**src/design/msr_pkg.sv**
```systemverilog
package msr_pkg;

   // Default configuration, handed to the top level's parameters.
   localparam int unsigned NUM_AXES_DEF     = 6;
   localparam int unsigned MOVE_DIVISOR_DEF = 10;
   localparam int unsigned MAX_SPEED_DEF    = 10;

   // Field widths.
   localparam int unsigned CMD_W   = 2;
   localparam int unsigned AXIS_W  = 3;
   localparam int unsigned PULSE_W = 11;
   localparam int unsigned SPEED_W = 4;
   localparam int unsigned STEP_W  = 5;

   // Stream word layout.
   localparam int unsigned REQ_DATA_W     = 24;
   localparam int unsigned REQ_AXIS_LSB   = 0;
   localparam int unsigned REQ_TARGET_LSB = REQ_AXIS_LSB + AXIS_W;
   localparam int unsigned REQ_SPEED_LSB  = REQ_TARGET_LSB + PULSE_W;
   localparam int unsigned RSP_DATA_W     = 16;
   localparam int unsigned RSP_AXIS_LSB   = 0;
   localparam int unsigned RSP_PULSE_LSB  = RSP_AXIS_LSB + AXIS_W;
   localparam int unsigned RSP_PAD_W      = RSP_DATA_W - AXIS_W - PULSE_W;

   // Pulse width limits in microseconds.
   localparam logic [PULSE_W-1:0] POS_RESET = 11'd1500;
   localparam logic [PULSE_W-1:0] POS_MIN   = 11'd1000;
   localparam logic [PULSE_W-1:0] POS_MAX   = 11'd2000;
   localparam logic [STEP_W-1:0]  STEP_MAX  = 5'd31;

   localparam int unsigned QUEUE_DEPTH = 4;

   typedef enum logic [CMD_W-1:0] {
      CMD_MOVE   = 2'd0,
      CMD_PAUSE  = 2'd1,
      CMD_RESUME = 2'd2,
      CMD_TICK   = 2'd3
   } cmd_type;

   // One command as it waits in the queue; the speed is already inverted.
   typedef struct packed {
      cmd_type             cmd;
      logic [AXIS_W-1:0]   axis;
      logic [PULSE_W-1:0]  target;
      logic [SPEED_W-1:0]  inv_speed;
   } entry_type;

   typedef struct packed {
      logic      push;
      entry_type entry;
   } q_push_type;

   typedef struct packed {
      logic      avail;
      entry_type entry;
   } q_head_type;

   typedef struct packed {
      logic               start;
      logic [PULSE_W-1:0] dividend;
      logic [PULSE_W-1:0] divisor;
   } div_req_type;

   typedef struct packed {
      logic               done;
      logic [PULSE_W-1:0] quotient;
   } div_rsp_type;

   typedef enum logic [1:0] {
      BK_IDLE,
      BK_DIV_COUNT,
      BK_DIV_STEP,
      BK_TICK
   } back_state_type;

endpackage

```
**src/design/msr_front.sv**
```systemverilog
module msr_front #(
   parameter int unsigned NUM_AXES  = msr_pkg::NUM_AXES_DEF,
   parameter int unsigned MAX_SPEED = msr_pkg::MAX_SPEED_DEF
) (
   input  logic                               req_tvalid,
   output logic                               req_tready,
   input  logic [msr_pkg::REQ_DATA_W-1:0]     req_tdata,
   input  logic [msr_pkg::CMD_W-1:0]          req_tuser,
   input  logic                               q_full,
   output msr_pkg::q_push_type                q_push
);

   localparam logic [msr_pkg::AXIS_W+1:0]  AXIS_LIMIT = (msr_pkg::AXIS_W + 2)'(NUM_AXES);
   localparam logic [msr_pkg::SPEED_W-1:0] SPEED_TOP  = msr_pkg::SPEED_W'(MAX_SPEED);
   localparam logic [msr_pkg::SPEED_W:0]   INV_BASE   = (msr_pkg::SPEED_W + 1)'(MAX_SPEED + 1);

   msr_pkg::cmd_type                cmd;
   logic [msr_pkg::AXIS_W-1:0]      axis;
   logic [msr_pkg::PULSE_W-1:0]     target;
   logic [msr_pkg::SPEED_W-1:0]     speed;
   logic                            axis_ok;
   logic                            move_ok;
   logic                            keep;

   always_comb begin
      cmd     = msr_pkg::cmd_type'(req_tuser);
      axis    = req_tdata[msr_pkg::REQ_AXIS_LSB +: msr_pkg::AXIS_W];
      target  = req_tdata[msr_pkg::REQ_TARGET_LSB +: msr_pkg::PULSE_W];
      speed   = req_tdata[msr_pkg::REQ_SPEED_LSB +: msr_pkg::SPEED_W];
      axis_ok = {2'b00, axis} < AXIS_LIMIT;
      move_ok = axis_ok && (target >= msr_pkg::POS_MIN) && (target <= msr_pkg::POS_MAX) &&
                (speed != '0) && (speed <= SPEED_TOP);
      // Commands that address a missing axis or carry a bad move are dropped here.
      unique case (cmd)
         msr_pkg::CMD_MOVE:                       keep = move_ok;
         msr_pkg::CMD_PAUSE, msr_pkg::CMD_RESUME: keep = axis_ok;
         msr_pkg::CMD_TICK:                       keep = 1'b1;
         default:                                 keep = 1'b0;
      endcase
   end

   assign req_tready = !q_full;

   always_comb begin
      q_push.push            = req_tvalid && !q_full && keep;
      q_push.entry.cmd       = cmd;
      q_push.entry.axis      = axis;
      q_push.entry.target    = target;
      q_push.entry.inv_speed = msr_pkg::SPEED_W'(INV_BASE - {1'b0, speed});
   end

endmodule

```
**src/design/msr_fifo.sv**
```systemverilog
module msr_fifo #(
   parameter int unsigned DEPTH = msr_pkg::QUEUE_DEPTH
) (
   input  logic                clock,
   input  logic                reset,
   input  msr_pkg::q_push_type q_push,
   output logic                q_full,
   output msr_pkg::q_head_type q_head,
   input  logic                q_pop
);

   localparam int unsigned PTR_W = (DEPTH > 1) ? $clog2(DEPTH) : 1;
   localparam logic [PTR_W-1:0] LAST_SLOT = PTR_W'(DEPTH - 1);
   localparam logic [PTR_W:0]   FULL_COUNT = (PTR_W + 1)'(DEPTH);

   msr_pkg::entry_type slot_ff [DEPTH];
   msr_pkg::entry_type slot_in [DEPTH];
   logic [PTR_W-1:0]   wr_ptr_ff, wr_ptr_in;
   logic [PTR_W-1:0]   rd_ptr_ff, rd_ptr_in;
   logic [PTR_W:0]     count_ff, count_in;
   logic               do_push;
   logic               do_pop;

   always_comb begin
      do_push   = q_push.push && (count_ff != FULL_COUNT);
      do_pop    = q_pop && (count_ff != '0);
      slot_in   = slot_ff;
      wr_ptr_in = wr_ptr_ff;
      rd_ptr_in = rd_ptr_ff;
      count_in  = count_ff;
      if (do_push) begin
         slot_in[wr_ptr_ff] = q_push.entry;
         wr_ptr_in = (wr_ptr_ff == LAST_SLOT) ? '0 : wr_ptr_ff + 1'b1;
      end
      if (do_pop) begin
         rd_ptr_in = (rd_ptr_ff == LAST_SLOT) ? '0 : rd_ptr_ff + 1'b1;
      end
      if (do_push && !do_pop) begin
         count_in = count_ff + 1'b1;
      end else if (do_pop && !do_push) begin
         count_in = count_ff - 1'b1;
      end
   end

   always_ff @(posedge clock) begin
      if (reset) begin
         wr_ptr_ff <= '0;
         rd_ptr_ff <= '0;
         count_ff  <= '0;
      end else begin
         wr_ptr_ff <= wr_ptr_in;
         rd_ptr_ff <= rd_ptr_in;
         count_ff  <= count_in;
      end
   end

   always_ff @(posedge clock) begin
      slot_ff <= slot_in;
   end

   assign q_full       = (count_ff == FULL_COUNT);
   assign q_head.avail = (count_ff != '0);
   assign q_head.entry = slot_ff[rd_ptr_ff];

endmodule

```
**src/design/msr_div.sv**
```systemverilog
module msr_div (
   input  logic                 clock,
   input  logic                 reset,
   input  msr_pkg::div_req_type div_req,
   output msr_pkg::div_rsp_type div_rsp
);

   localparam int unsigned W     = msr_pkg::PULSE_W;
   localparam int unsigned CNT_W = $clog2(W + 1);
   localparam logic [CNT_W-1:0] LAST_BIT = CNT_W'(W - 1);

   logic [W-1:0]     rem_ff, rem_in;
   logic [W-1:0]     quo_ff, quo_in;
   logic [W-1:0]     dvs_ff, dvs_in;
   logic [CNT_W-1:0] cnt_ff, cnt_in;
   logic             busy_ff, busy_in;
   logic             done_ff, done_in;
   logic [W:0]       shifted;
   logic [W:0]       diff;
   logic             fits;

   // Restoring division, one quotient bit per cycle. The dividend shifts out of
   // the quotient register while quotient bits shift in behind it.
   always_comb begin
      shifted = {rem_ff, quo_ff[W-1]};
      fits    = shifted >= {1'b0, dvs_ff};
      diff    = shifted - {1'b0, dvs_ff};
      rem_in  = rem_ff;
      quo_in  = quo_ff;
      dvs_in  = dvs_ff;
      cnt_in  = cnt_ff;
      busy_in = busy_ff;
      done_in = 1'b0;
      if (div_req.start) begin
         rem_in  = '0;
         quo_in  = div_req.dividend;
         dvs_in  = div_req.divisor;
         cnt_in  = '0;
         busy_in = 1'b1;
      end else if (busy_ff) begin
         rem_in = fits ? diff[W-1:0] : shifted[W-1:0];
         quo_in = {quo_ff[W-2:0], fits};
         cnt_in = cnt_ff + 1'b1;
         if (cnt_ff == LAST_BIT) begin
            busy_in = 1'b0;
            done_in = 1'b1;
         end
      end
   end

   always_ff @(posedge clock) begin
      if (reset) begin
         cnt_ff  <= '0;
         busy_ff <= 1'b0;
         done_ff <= 1'b0;
      end else begin
         cnt_ff  <= cnt_in;
         busy_ff <= busy_in;
         done_ff <= done_in;
      end
   end

   always_ff @(posedge clock) begin
      rem_ff <= rem_in;
      quo_ff <= quo_in;
      dvs_ff <= dvs_in;
   end

   assign div_rsp.done     = done_ff;
   assign div_rsp.quotient = quo_ff;

endmodule

```
**src/design/msr_back.sv**
```systemverilog
module msr_back #(
   parameter int unsigned NUM_AXES     = msr_pkg::NUM_AXES_DEF,
   parameter int unsigned MOVE_DIVISOR = msr_pkg::MOVE_DIVISOR_DEF
) (
   input  logic                           clock,
   input  logic                           reset,
   input  msr_pkg::q_head_type            q_head,
   output logic                           q_pop,
   output msr_pkg::div_req_type           div_req,
   input  msr_pkg::div_rsp_type           div_rsp,
   output logic                           rsp_tvalid,
   input  logic                           rsp_tready,
   output logic [msr_pkg::RSP_DATA_W-1:0] rsp_tdata,
   output logic                           rsp_tlast
);

   localparam int unsigned PW    = msr_pkg::PULSE_W;
   localparam int unsigned SW    = msr_pkg::SPEED_W;
   localparam int unsigned STW   = msr_pkg::STEP_W;
   localparam int unsigned IDX_W = (NUM_AXES > 1) ? $clog2(NUM_AXES) : 1;
   localparam logic [IDX_W-1:0] LAST_IDX = IDX_W'(NUM_AXES - 1);
   // Rounded-up reciprocal of the move divisor, scaled so that the product
   // gives the exact quotient for every distance of PW bits.
   localparam int unsigned DIV_L   = $clog2(MOVE_DIVISOR);
   localparam int unsigned SHIFT   = PW + DIV_L;
   localparam int unsigned RECIP_V = ((32'd1 << SHIFT) + MOVE_DIVISOR - 1) / MOVE_DIVISOR;
   localparam logic [PW:0]       RECIP = (PW + 1)'(RECIP_V);

   // Per-axis state.
   logic [PW-1:0]  pos_ff    [NUM_AXES];
   logic [PW-1:0]  pos_in    [NUM_AXES];
   logic [PW-1:0]  tgt_ff    [NUM_AXES];
   logic [PW-1:0]  tgt_in    [NUM_AXES];
   logic [SW-1:0]  div_ff    [NUM_AXES];
   logic [SW-1:0]  div_in    [NUM_AXES];
   logic [STW-1:0] step_ff   [NUM_AXES];
   logic [STW-1:0] step_in   [NUM_AXES];
   logic [SW-1:0]  tc_ff     [NUM_AXES];
   logic [SW-1:0]  tc_in     [NUM_AXES];
   logic [NUM_AXES-1:0] moving_ff, moving_in;
   logic [NUM_AXES-1:0] up_ff, up_in;
   logic [NUM_AXES-1:0] paused_ff, paused_in;

   msr_pkg::back_state_type st_ff, st_in;
   logic [IDX_W-1:0]        idx_ff, idx_in;
   logic [NUM_AXES-1:0]     mask_ff, mask_in;
   msr_pkg::entry_type      cur_ff, cur_in;
   logic [PW-1:0]           dist_ff, dist_in;
   logic                    upw_ff, upw_in;

   logic                         out_valid_ff, out_valid_in;
   logic [msr_pkg::AXIS_W-1:0]   out_axis_ff, out_axis_in;
   logic [PW-1:0]                out_pulse_ff, out_pulse_in;
   logic                         out_last_ff, out_last_in;

   // Shared read port into the axis state.
   logic [IDX_W-1:0]    addr;
   logic [PW-1:0]       a_pos;
   logic [PW-1:0]       a_tgt;
   logic [SW-1:0]       a_div;
   logic [STW-1:0]      a_step;
   logic [SW-1:0]       a_tc;
   logic                a_up;
   logic                a_active;

   logic [NUM_AXES-1:0] step_now;
   logic [PW-1:0]       head_dist;
   logic                head_up;
   logic                skip_move;
   logic [PW-1:0]       walk_rem;
   logic                walk_snap;
   logic [PW-1:0]       walk_pos;
   logic                walk_step;
   logic                walk_last;
   logic                out_free;
   logic                walk_hold;
   logic [2*PW:0]       cnt_prod;
   logic [PW-1:0]       cnt_quo;
   logic [PW-1:0]       move_cnt;
   logic [STW-1:0]      quo_step;

   logic do_move_start;
   logic do_div2_start;
   logic do_commit;
   logic do_flag_write;
   logic do_tick_start;
   logic do_walk;

   // ---------------------------------------------------------------- datapath views
   always_comb begin
      unique case (st_ff)
         msr_pkg::BK_TICK: addr = idx_ff;
         msr_pkg::BK_IDLE: addr = IDX_W'(q_head.entry.axis);
         default:          addr = IDX_W'(cur_ff.axis);
      endcase
      a_pos    = pos_ff[addr];
      a_tgt    = tgt_ff[addr];
      a_div    = div_ff[addr];
      a_step   = step_ff[addr];
      a_tc     = tc_ff[addr];
      a_up     = up_ff[addr];
      a_active = moving_ff[addr] && !paused_ff[addr];

      for (int i = 0; i < NUM_AXES; i++) begin
         step_now[i] = moving_ff[i] && !paused_ff[i] && ((tc_ff[i] + 1'b1) >= div_ff[i]);
      end

      head_up   = q_head.entry.target > a_pos;
      head_dist = head_up ? (q_head.entry.target - a_pos) : (a_pos - q_head.entry.target);
      // A move is dropped when already there, or already heading there at this speed.
      skip_move = (q_head.entry.target == a_pos) ||
                  ((q_head.entry.target == a_tgt) && (q_head.entry.inv_speed == a_div));

      walk_rem  = (a_pos > a_tgt) ? (a_pos - a_tgt) : (a_tgt - a_pos);
      walk_snap = walk_rem <= PW'(a_step);
      if (walk_snap) begin
         walk_pos = a_tgt;
      end else if (a_up) begin
         walk_pos = a_pos + PW'(a_step);
      end else begin
         walk_pos = a_pos - PW'(a_step);
      end
      walk_step = mask_ff[idx_ff];
      walk_last = (mask_ff & ~(NUM_AXES'(1) << idx_ff)) == '0;

      out_free  = !out_valid_ff || rsp_tready;
      walk_hold = walk_step && !out_free;

      // The move count is the distance over the move divisor, taken by multiplying
      // with the reciprocal; a count of zero is raised to one.
      cnt_prod = (2*PW + 1)'(dist_ff) * (2*PW + 1)'(RECIP);
      cnt_quo  = PW'(cnt_prod >> SHIFT);
      move_cnt = (cnt_quo == '0) ? PW'(1) : cnt_quo;
      quo_step = (div_rsp.quotient > PW'(msr_pkg::STEP_MAX)) ? msr_pkg::STEP_MAX :
                 div_rsp.quotient[STW-1:0];
   end

   // ---------------------------------------------------------------- next state
   always_comb begin
      st_in = st_ff;
      unique case (st_ff)
         msr_pkg::BK_IDLE: begin
            if (q_head.avail) begin
               unique case (q_head.entry.cmd)
                  msr_pkg::CMD_MOVE: st_in = skip_move ? msr_pkg::BK_IDLE :
                                                         msr_pkg::BK_DIV_COUNT;
                  msr_pkg::CMD_TICK: st_in = msr_pkg::BK_TICK;
                  default:           st_in = msr_pkg::BK_IDLE;
               endcase
            end
         end
         msr_pkg::BK_DIV_COUNT: begin
            st_in = msr_pkg::BK_DIV_STEP;
         end
         msr_pkg::BK_DIV_STEP: begin
            if (div_rsp.done) st_in = msr_pkg::BK_IDLE;
         end
         msr_pkg::BK_TICK: begin
            if (!walk_hold && (idx_ff == LAST_IDX)) st_in = msr_pkg::BK_IDLE;
         end
         default: st_in = msr_pkg::BK_IDLE;
      endcase
   end

   // ---------------------------------------------------------------- state outputs
   always_comb begin
      q_pop         = 1'b0;
      do_move_start = 1'b0;
      do_div2_start = 1'b0;
      do_commit     = 1'b0;
      do_flag_write = 1'b0;
      do_tick_start = 1'b0;
      do_walk       = 1'b0;
      unique case (st_ff)
         msr_pkg::BK_IDLE: begin
            q_pop = q_head.avail;
            if (q_head.avail) begin
               case (q_head.entry.cmd) inside
                  msr_pkg::CMD_MOVE:                       do_move_start = !skip_move;
                  msr_pkg::CMD_PAUSE, msr_pkg::CMD_RESUME: do_flag_write = 1'b1;
                  default:                                 do_tick_start = 1'b1;
               endcase
            end
         end
         msr_pkg::BK_DIV_COUNT: do_div2_start = 1'b1;
         msr_pkg::BK_DIV_STEP:  do_commit     = div_rsp.done;
         msr_pkg::BK_TICK:      do_walk       = !walk_hold;
         default: ;
      endcase
   end

   always_comb begin
      div_req.start    = do_div2_start;
      div_req.dividend = dist_ff;
      div_req.divisor  = move_cnt;
   end

   // ---------------------------------------------------------------- register updates
   always_comb begin
      pos_in       = pos_ff;
      tgt_in       = tgt_ff;
      div_in       = div_ff;
      step_in      = step_ff;
      tc_in        = tc_ff;
      moving_in    = moving_ff;
      up_in        = up_ff;
      paused_in    = paused_ff;
      idx_in       = idx_ff;
      mask_in      = mask_ff;
      cur_in       = cur_ff;
      dist_in      = dist_ff;
      upw_in       = upw_ff;
      out_valid_in = out_valid_ff && !rsp_tready;
      out_axis_in  = out_axis_ff;
      out_pulse_in = out_pulse_ff;
      out_last_in  = out_last_ff;

      if (do_move_start) begin
         cur_in  = q_head.entry;
         dist_in = head_dist;
         upw_in  = head_up;
      end

      if (do_flag_write) begin
         paused_in[addr] = (q_head.entry.cmd == msr_pkg::CMD_PAUSE);
      end

      if (do_commit) begin
         paused_in[addr] = 1'b0;
         tgt_in[addr]    = cur_ff.target;
         div_in[addr]    = cur_ff.inv_speed;
         step_in[addr]   = quo_step;
         tc_in[addr]     = '0;
         moving_in[addr] = 1'b1;
         up_in[addr]     = upw_ff;
      end

      // The step mask is fixed when the tick starts so the final write is known.
      if (do_tick_start) begin
         mask_in = step_now;
         idx_in  = '0;
      end

      // Each visited axis leaves the mask, so only axes still ahead count
      // against the final write.
      if (do_walk) begin
         idx_in          = (idx_ff == LAST_IDX) ? '0 : idx_ff + 1'b1;
         mask_in[idx_ff] = 1'b0;
         if (a_active) begin
            tc_in[addr] = walk_step ? '0 : a_tc + 1'b1;
         end
         if (walk_step) begin
            pos_in[addr] = walk_pos;
            if (walk_snap) moving_in[addr] = 1'b0;
            out_valid_in = 1'b1;
            out_axis_in  = msr_pkg::AXIS_W'(idx_ff);
            out_pulse_in = walk_pos;
            out_last_in  = walk_last;
         end
      end
   end

   always_ff @(posedge clock) begin
      if (reset) begin
         for (int i = 0; i < NUM_AXES; i++) begin
            pos_ff[i]  <= msr_pkg::POS_RESET;
            tgt_ff[i]  <= '0;
            div_ff[i]  <= '0;
            step_ff[i] <= '0;
            tc_ff[i]   <= '0;
         end
         moving_ff    <= '0;
         up_ff        <= '0;
         paused_ff    <= '0;
         st_ff        <= msr_pkg::BK_IDLE;
         idx_ff       <= '0;
         mask_ff      <= '0;
         out_valid_ff <= 1'b0;
      end else begin
         pos_ff       <= pos_in;
         tgt_ff       <= tgt_in;
         div_ff       <= div_in;
         step_ff      <= step_in;
         tc_ff        <= tc_in;
         moving_ff    <= moving_in;
         up_ff        <= up_in;
         paused_ff    <= paused_in;
         st_ff        <= st_in;
         idx_ff       <= idx_in;
         mask_ff      <= mask_in;
         out_valid_ff <= out_valid_in;
      end
   end

   always_ff @(posedge clock) begin
      cur_ff       <= cur_in;
      dist_ff      <= dist_in;
      upw_ff       <= upw_in;
      out_axis_ff  <= out_axis_in;
      out_pulse_ff <= out_pulse_in;
      out_last_ff  <= out_last_in;
   end

   assign rsp_tvalid = out_valid_ff;
   assign rsp_tdata  = {{msr_pkg::RSP_PAD_W{1'b0}}, out_pulse_ff, out_axis_ff};
   assign rsp_tlast  = out_last_ff;

endmodule

```
**src/design/multi_axis_servo_ramp_top.sv**
```systemverilog
// A tick word is registered in the queue before the back end sees it; its first pulse
// write then passes the back end's tick state and its output register.
// A tick holds the back end while it walks the axes in turn, a move that is carried out
// while it takes the move count and then waits on the bit-serial divider for the step
// size; any other word is handled in the idle state.
// Up to four words queue ahead of the back end, so input keeps flowing while it works.
// Reset (synchronous, active high) empties the queue and output register and returns
// every axis to 1500 us, idle and unpaused.
module multi_axis_servo_ramp_top #(
   parameter int unsigned NUM_AXES     = msr_pkg::NUM_AXES_DEF,
   parameter int unsigned MOVE_DIVISOR = msr_pkg::MOVE_DIVISOR_DEF,
   parameter int unsigned MAX_SPEED    = msr_pkg::MAX_SPEED_DEF
) (
   input  logic                           clock,
   input  logic                           reset,
   // Command words. tdata from bit 0: axis (3), target_us (11), speed_level (4), zero pad.
   input  logic                           req_tvalid,
   output logic                           req_tready,
   input  logic [msr_pkg::REQ_DATA_W-1:0] req_tdata,
   // tuser: command (2): move, pause, resume or tick.
   input  logic [msr_pkg::CMD_W-1:0]      req_tuser,
   // Pulse width writes. tdata from bit 0: out_axis (3), pulse_us (11), zero pad.
   output logic                           rsp_tvalid,
   input  logic                           rsp_tready,
   output logic [msr_pkg::RSP_DATA_W-1:0] rsp_tdata,
   // tlast marks the final write caused by one tick.
   output logic                           rsp_tlast
);

   msr_pkg::q_push_type  q_push;
   msr_pkg::q_head_type  q_head;
   msr_pkg::div_req_type div_req;
   msr_pkg::div_rsp_type div_rsp;
   logic                 q_full;
   logic                 q_pop;

   // The front end checks ranges, drops words that fail them and inverts
   // the speed, so the back end only sees commands that pass the checks.
   msr_front #(
      .NUM_AXES  (NUM_AXES),
      .MAX_SPEED (MAX_SPEED)
   ) u_front (
      .req_tvalid (req_tvalid),
      .req_tready (req_tready),
      .req_tdata  (req_tdata),
      .req_tuser  (req_tuser),
      .q_full     (q_full),
      .q_push     (q_push)
   );

   // Short command queue between the two halves.
   msr_fifo #(
      .DEPTH (msr_pkg::QUEUE_DEPTH)
   ) u_fifo (
      .clock  (clock),
      .reset  (reset),
      .q_push (q_push),
      .q_full (q_full),
      .q_head (q_head),
      .q_pop  (q_pop)
   );

   // Divider for the step size of a move: the distance over the move count.
   msr_div u_div (
      .clock   (clock),
      .reset   (reset),
      .div_req (div_req),
      .div_rsp (div_rsp)
   );

   // The back end holds the axis state, walks the axes on each tick one per cycle unless a
   // write waits on a full output register, and parks each pulse write in that register.
   msr_back #(
      .NUM_AXES     (NUM_AXES),
      .MOVE_DIVISOR (MOVE_DIVISOR)
   ) u_back (
      .clock      (clock),
      .reset      (reset),
      .q_head     (q_head),
      .q_pop      (q_pop),
      .div_req    (div_req),
      .div_rsp    (div_rsp),
      .rsp_tvalid (rsp_tvalid),
      .rsp_tready (rsp_tready),
      .rsp_tdata  (rsp_tdata),
      .rsp_tlast  (rsp_tlast)
   );

endmodule

```
**config.mk**
```make
export PLATFORM = sky130hd
export DESIGN_NAME = multi_axis_servo_ramp_top
export DESIGN_NICKNAME = d
export VERILOG_FILES = /design/src/design/msr_pkg.sv /design/src/design/msr_front.sv /design/src/design/msr_fifo.sv /design/src/design/msr_div.sv /design/src/design/msr_back.sv /design/src/design/multi_axis_servo_ramp_top.sv
export SDC_FILE = /design/constraint.sdc
export NUM_CORES = 1
export LEC_CHECK = 0
export BUFFER_PORTS_ARGS = -buffer_cell sky130_fd_sc_hd__buf_2
export CORE_MARGIN = 2
export CORE_UTILIZATION = 35
export CTS_CLUSTER_DIAMETER = 150
export DETAILED_ROUTE_END_ITERATION = 8
export SLEW_MARGIN = 20
export SYNTH_ARGS = -nofsm -noshare
export SYNTH_HDL_FRONTEND = slang
export SYNTH_HIERARCHICAL = 1
export SYNTH_SLANG_ARGS = --single-unit
```
**constraint.sdc**
```tcl
create_clock -name clock -period 7.35 [get_ports clock]
set_input_delay 0.3675 -clock clock [delete_from_list [all_inputs] [get_ports clock]]
set_output_delay 0.3675 -clock clock [all_outputs]
set_load 0.005 [all_outputs]
```
== Yosys cells after proc, flatten, opt, wreduce, memory -nomap -nowiden ==
Cells that the tools add are included.
Storage, ports and cells
  register bits after elaboration: 411
  word-level logic and storage cells: 319
Operators by class
  $lt $le $gt $ge: 24
  mux-type cells: 102
  bitwise gates (word level): 14
  $add $sub $neg: 21
  shift-type cells: 1
  reductions and logical operators: 64
  equality and inequality tests: 21
  $mul: 1
Operators with widths (number)
  $bwmux 66: 2
  $mux 11: 12
  $bwmux 80: 1
  $mux 24: 3
  $bmux 11 s3: 2
  $mux 20: 3
  $sub 11x11->11: 5
  $bwmux 24: 2
  $mux 6: 8
  $bmux 20 s2: 1
  $demux 20 s2: 1
  $demux 11 s3: 1
  $add 4x1->4 const B: 8
  $logic_and 1x1->1: 31
  $bwmux 30: 1
  $mux 1: 28
  $and 24x24->24: 1
  $and 6x6->6: 4
  $bmux 4 s3: 2
  $ge 4x4->1: 6
  $mux 4: 6
  $not 24->24: 1
  $mul 11x12->23 const B: 1
  $eq 11x11->1: 2
  59 further kinds: 116

== Depth between registers and ports, before layout ==
  depth in word-level cells: 16
  mapped depth: 32
  mapped depth without buffers: 26

== Hierarchy ==
Netlist, hierarchy kept.
Modules (own cells, without submodules)
  msr_back: cells each 2139, times used 1, area an instance 18132.4 µm²
  msr_fifo: cells each 152, times used 1, area an instance 3340.7 µm²
  msr_div: cells each 217, times used 1, area an instance 2280.9 µm²
  msr_front: cells each 45, times used 1, area an instance 315.3 µm²

== Worst setup path after synthesis ==
OpenSTA, ideal clock, no wires.
  kind: flip-flop to flip-flop
  start point: register u_fifo.rd_ptr_ff[0]
  end point: register u_back.out_pulse_ff[8] (data pin)
  cell stages (with the launch flop): 30
  required time: 7073 ps
  path slack: 768 ps
  path buffers: 7
  clock period less this slack: 6582 ps
  arrival time: 6305 ps
  path through: dfxtp_1 > buf_4 > mux4_2 > a221oi_4 > o22ai_1 > buf_2 > nor2_1 > clkbuf_1 > clkbuf_1 > a22o_1 > nor3_1 > ha_1 > buf_2 > o21ai_1 > a21oi_1 > a21boi_1 > a21boi_4 > buf_6 > mux2_2 > ha_1 > nor2b_1 > o21a_1 > o21ai_0 > nand2b_1 > a21oi_1 > a31oi_1 > a311o_1 > nor3_4 > buf_2 > mux2i_1
RTL lines
  from (decl): line msr_fifo.sv:19  | logic [PTR_W-1:0] rd_ptr_ff, rd_ptr_in;
  from (signal assigned): line msr_fifo.sv:52  | rd_ptr_ff <= rd_ptr_in;
  to (signal assigned): line msr_back.sv:300  | out_pulse_ff <= out_pulse_in;
  to (decl): line msr_back.sv:53  | logic [PW-1:0] out_pulse_ff, out_pulse_in;

==> results.py <==
metrics = {
    "global_routing": {
        "grt-ovfl-total": 0,
        "grt_pass1_vias": 19300,
        "grt_max_degree": 108,
        "gr-usage-met3_pct": 2.76,
        "grtUsageMet1_pct": 26.9,
        "grt_antenna_before_repair": 1,
        "grt_first_pass_wirelength_mm": 112,
        "met2_usage_pct": 33.6,
        "grt-busiest-layer": "met2",
        "grt_use_total_pct": 20.1,
    },
    "synthesis": {
        "async_flop_share_pct": 0,
        "synth_top_area_share_pct": 22.0,
        "synth_mux_area_share_pct": 3.86,
        "synth_area_leaders": "dfxtp_1 22%, edfxtp_1 18%, ha_1 9.8%",
        "synth_flop_cell": "dfxtp_1",
        "synth-edff-count": 147,
        "synth_adder_area_share_pct": 13.0,
        "synth-seq-area-share_pct": 40.3,
        "synth-simple-area-share_pct": 15.2,
        "synth_compound_area_share_pct": 19.0,
        "yosysMostFrequentCell": "nand2_1",
        "yosysUniqueCellTypes": 114,
        "yosysWarnings": 6,
        "syn_inst": 2553,
        "ys_seq_elements": 411,
        "netlist_area_um2": 24100,
        "synth_top_family_by_area": "compound AO/OA/AOI/OAI gates",
        "synthXorXnorAreaFrac_pct": 2.37,
        "yosys.area.top_type": "dfxtp_1",
        "avgSynthCellArea_um2": 9.43,
        "synth_common_cells": "305 x nand2_1, 264 x dfxtp_1, 221 x a21oi_1",
    },
    "routing": {
        "wirelength_mm": 72.4,
        "ant_nets": 0,
        "routedWlPerCell_um": 20.8,
        "first_pass_iters": 5,
        "drt_first_iter_violations": 1630,
        "viasPerCell": 5.63,
        "drc": 0,
        "vias": 19600,
    },
    "floorplanning": {
        "die_width_um": 266,
        "dieArea_um2": 70900,
        "core_um2": 68300,
        "start_util_pct": 35.2,
        "die_h_um": 266,
        "pin_count": 49,
        "row_count": 96,
    },
    "timing": {
        "setup_ws_ps": 460,
        "fin_skew_ps": 37.5,
        "finalSetupViolations": 0,
        "grt_setup_unrepaired": "false",
        "slew_headroom_pct": 19.4,
        "finalHoldViolations": 0,
        "post-route-period-util_pct": 93.7,
        "timing.final.crit_period_ps": 6890,
        "setup_tns_ps": 0,
        "worst_slew_pin_slew_ps": 1210,
        "fmax_ghz": 0.145,
        "maxSlewViolCount": 0,
    },
    "cells_and_area": {
        "area_growth_pct": 12.1,
        "nFillCells": 6619,
        "seq_area_um2": 9700,
        "multi_input_area_um2": 13000,
        "final_core_util_pct": 39.5,
        "num_antenna_cells": 0,
        "nets": 2820,
        "drive_above_1_share_pct": 12.1,
    },
    "clock_network": {
        "clkSlewWorstSetupHoldPaths_ps": 60,
        "clk_path_buf_depth": 3,
        "root_buffer": "clkbuf_16",
        "cts_made_buffers": 47,
        "cts_tree": "yes",
        "insertion_delay_ps": 610,
        "cts_setup_buffers": 0,
        "cts.sinks": 411,
        "h-tree-depth": 2,
    },
    "worst_setup_path": {
        "cp-start-kind": "register",
        "cp.arrival_ps": 7370,
        "r2r-start": "u_fifo/rd_ptr_ff[0]",
        "crit_family": "compound AO/OA/AOI/OAI gates",
        "slowest_delay_ps": 640,
        "reg2reg_to": "u_back/pos_ff[44]",
        "cp-startpoint": "u_fifo/rd_ptr_ff[0]",
        "rrSetupSlack_ps": 460,
        "worstSetupPathType": "reg -> reg",
        "cp.required_ps": 7840,
        "reg2reg_depth": 26,
        "crit_path_max_fanout": 25,
        "cp_slowest_cell": "mux4_2",
        "path_buf_inv": 4,
        "worst_setup_path_end_kind": "register",
    },
    "placed_design": {
        "gp_congestion": 0.965,
        "dp_hpwl_mm": 51.6,
        "io_buffers": 40,
        "place_ws_ps": 206,
    },
    "hold_path": {
        "hp-class": "in -> reg",
        "min_from": "req_tdata[2]",
        "holdPathStages": 1,
        "hold_end": "u_fifo/slot_ff[77]",
    },
    "job": {
        "maxCapViolations": 0,
    },
    "run_status": {
        "status": "complete, no violations",
    },
}
registers in the layout, indices dropped and copies added, names as in the netlist, 3 cells and up, named ones only:
name and cells:
u_fifo/slot_ff 80, u_back/pos_ff 66, u_back/tgt_ff 66, u_back/step_ff 30, u_back/div_ff 24, u_back/tc_ff 24
u_back/cur_ff 18, u_back/dist_ff 11, u_back/out_pulse_ff 11, u_div/dvs_ff 11, u_div/quo_ff 11, u_div/rem_ff 11
u_back/mask_ff 6, u_back/moving_ff 6, u_back/up_ff 6, u_div/cnt_ff 4, u_back/idx_ff 3, u_back/out_axis_ff 3
u_fifo/count_ff 3
cell families after synthesis:
logic type,after synthesis
simple gates,781
compound gates,668
flops,411
buf+inv,337
fa+ha+maj,227
xor+xnor,65
mux,63
other cells,1
how the worst max path moves through the flow:
stage,to,slack [ps],cells after the start
floorplan,u_back/out_pulse_ff[8],770,29
detailed placement,u_back/pos_ff[45],210,26
global route,u_back/pos_ff[44],90,26
CTS,u_back/pos_ff[45],180,26
finish,u_back/pos_ff[44],460,26
global placement,u_back/pos_ff[8],380,26
per-stage QoR:
stage	hold WS, ps	area (µm²)	instances
final	27.0	27000	3484
after global routing	21.8	27000	3484
after CTS	1.19	27000	3484
after detailed placement	445	25300	3392
after global placement	438	25300	3392
after floorplan	403	24100	2557
placed cells by master (no fill, tap or decap), types with 10 or more instances in the layout:
| master | Yosys | final |
|---|---|---|
| nand2_1 | 305 | 305 |
| dfxtp_1 | 264 | 262 |
| a21oi_1 | 221 | 221 |
| ha_1 | 189 | 187 |
| inv_1 | 169 | 169 |
| nor2_1 | 170 | 159 |
| edfxtp_1 | 147 | 147 |
| nand3_1 | 70 | 70 |
| buf_4 | 29 | 70 |
| o21ai_0 | 64 | 64 |
| a211oi_1 | 60 | 60 |
| nor3_1 | 55 | 53 |
| clkbuf_16 | 0 | 48 |
| xnor2_1 | 42 | 42 |
| a31oi_1 | 41 | 41 |
| buf_2 | 28 | 39 |
| fa_1 | 38 | 38 |
| a21o_1 | 37 | 37 |
| a22oi_1 | 34 | 34 |
| mux2i_1 | 26 | 26 |
| xor2_1 | 23 | 23 |
| o21a_1 | 22 | 22 |
| mux4_2 | 22 | 22 |
| a22o_1 | 21 | 21 |
| and3_1 | 22 | 20 |
| nand2b_1 | 20 | 20 |
| nor2b_1 | 19 | 17 |
| o22ai_1 | 18 | 17 |
| nand3b_1 | 16 | 16 |
| o21ai_1 | 14 | 14 |
| and2_1 | 14 | 14 |
| mux2_2 | 14 | 14 |
| o21bai_1 | 14 | 14 |
| nand4_1 | 13 | 13 |
| or3_1 | 12 | 12 |
| or2_2 | 11 | 11 |
| o311ai_0 | 11 | 11 |
| nor3b_1 | 10 | 10 |
routing by layer:
| metal | routed length (µm) | share of wire [%] |
|---|---|---|
| met1 | 32000 | 44 |
| met2 | 34000 | 47 |
| met3 | 4230 | 5.8 |
| met4 | 2160 | 3.0 |
| met5 | 13 | 0.018 |
area by class of cell:
cell class / count / area share, %
Clock buffer: 59 / 4.79
Clock inverter: 29 / 1.32
Inverter: 173 / 2.48
Multi-Input combinational cell: 1809 / 48.0
Sequential cell: 411 / 35.9
Tap cell: 882 / 4.09
Timing Repair Buffer: 121 / 3.35
what timing repair did:
action                                  CTS  global route
gates resized for setup                   0             7
hold endpoints to repair                 15             0
endpoints found under the setup margin    0            78
hold buffers                              4             0
Power is left out: the tool's default activity adds up to more than one toggle a clock period on the data nets, which glitch-free logic cannot reach.
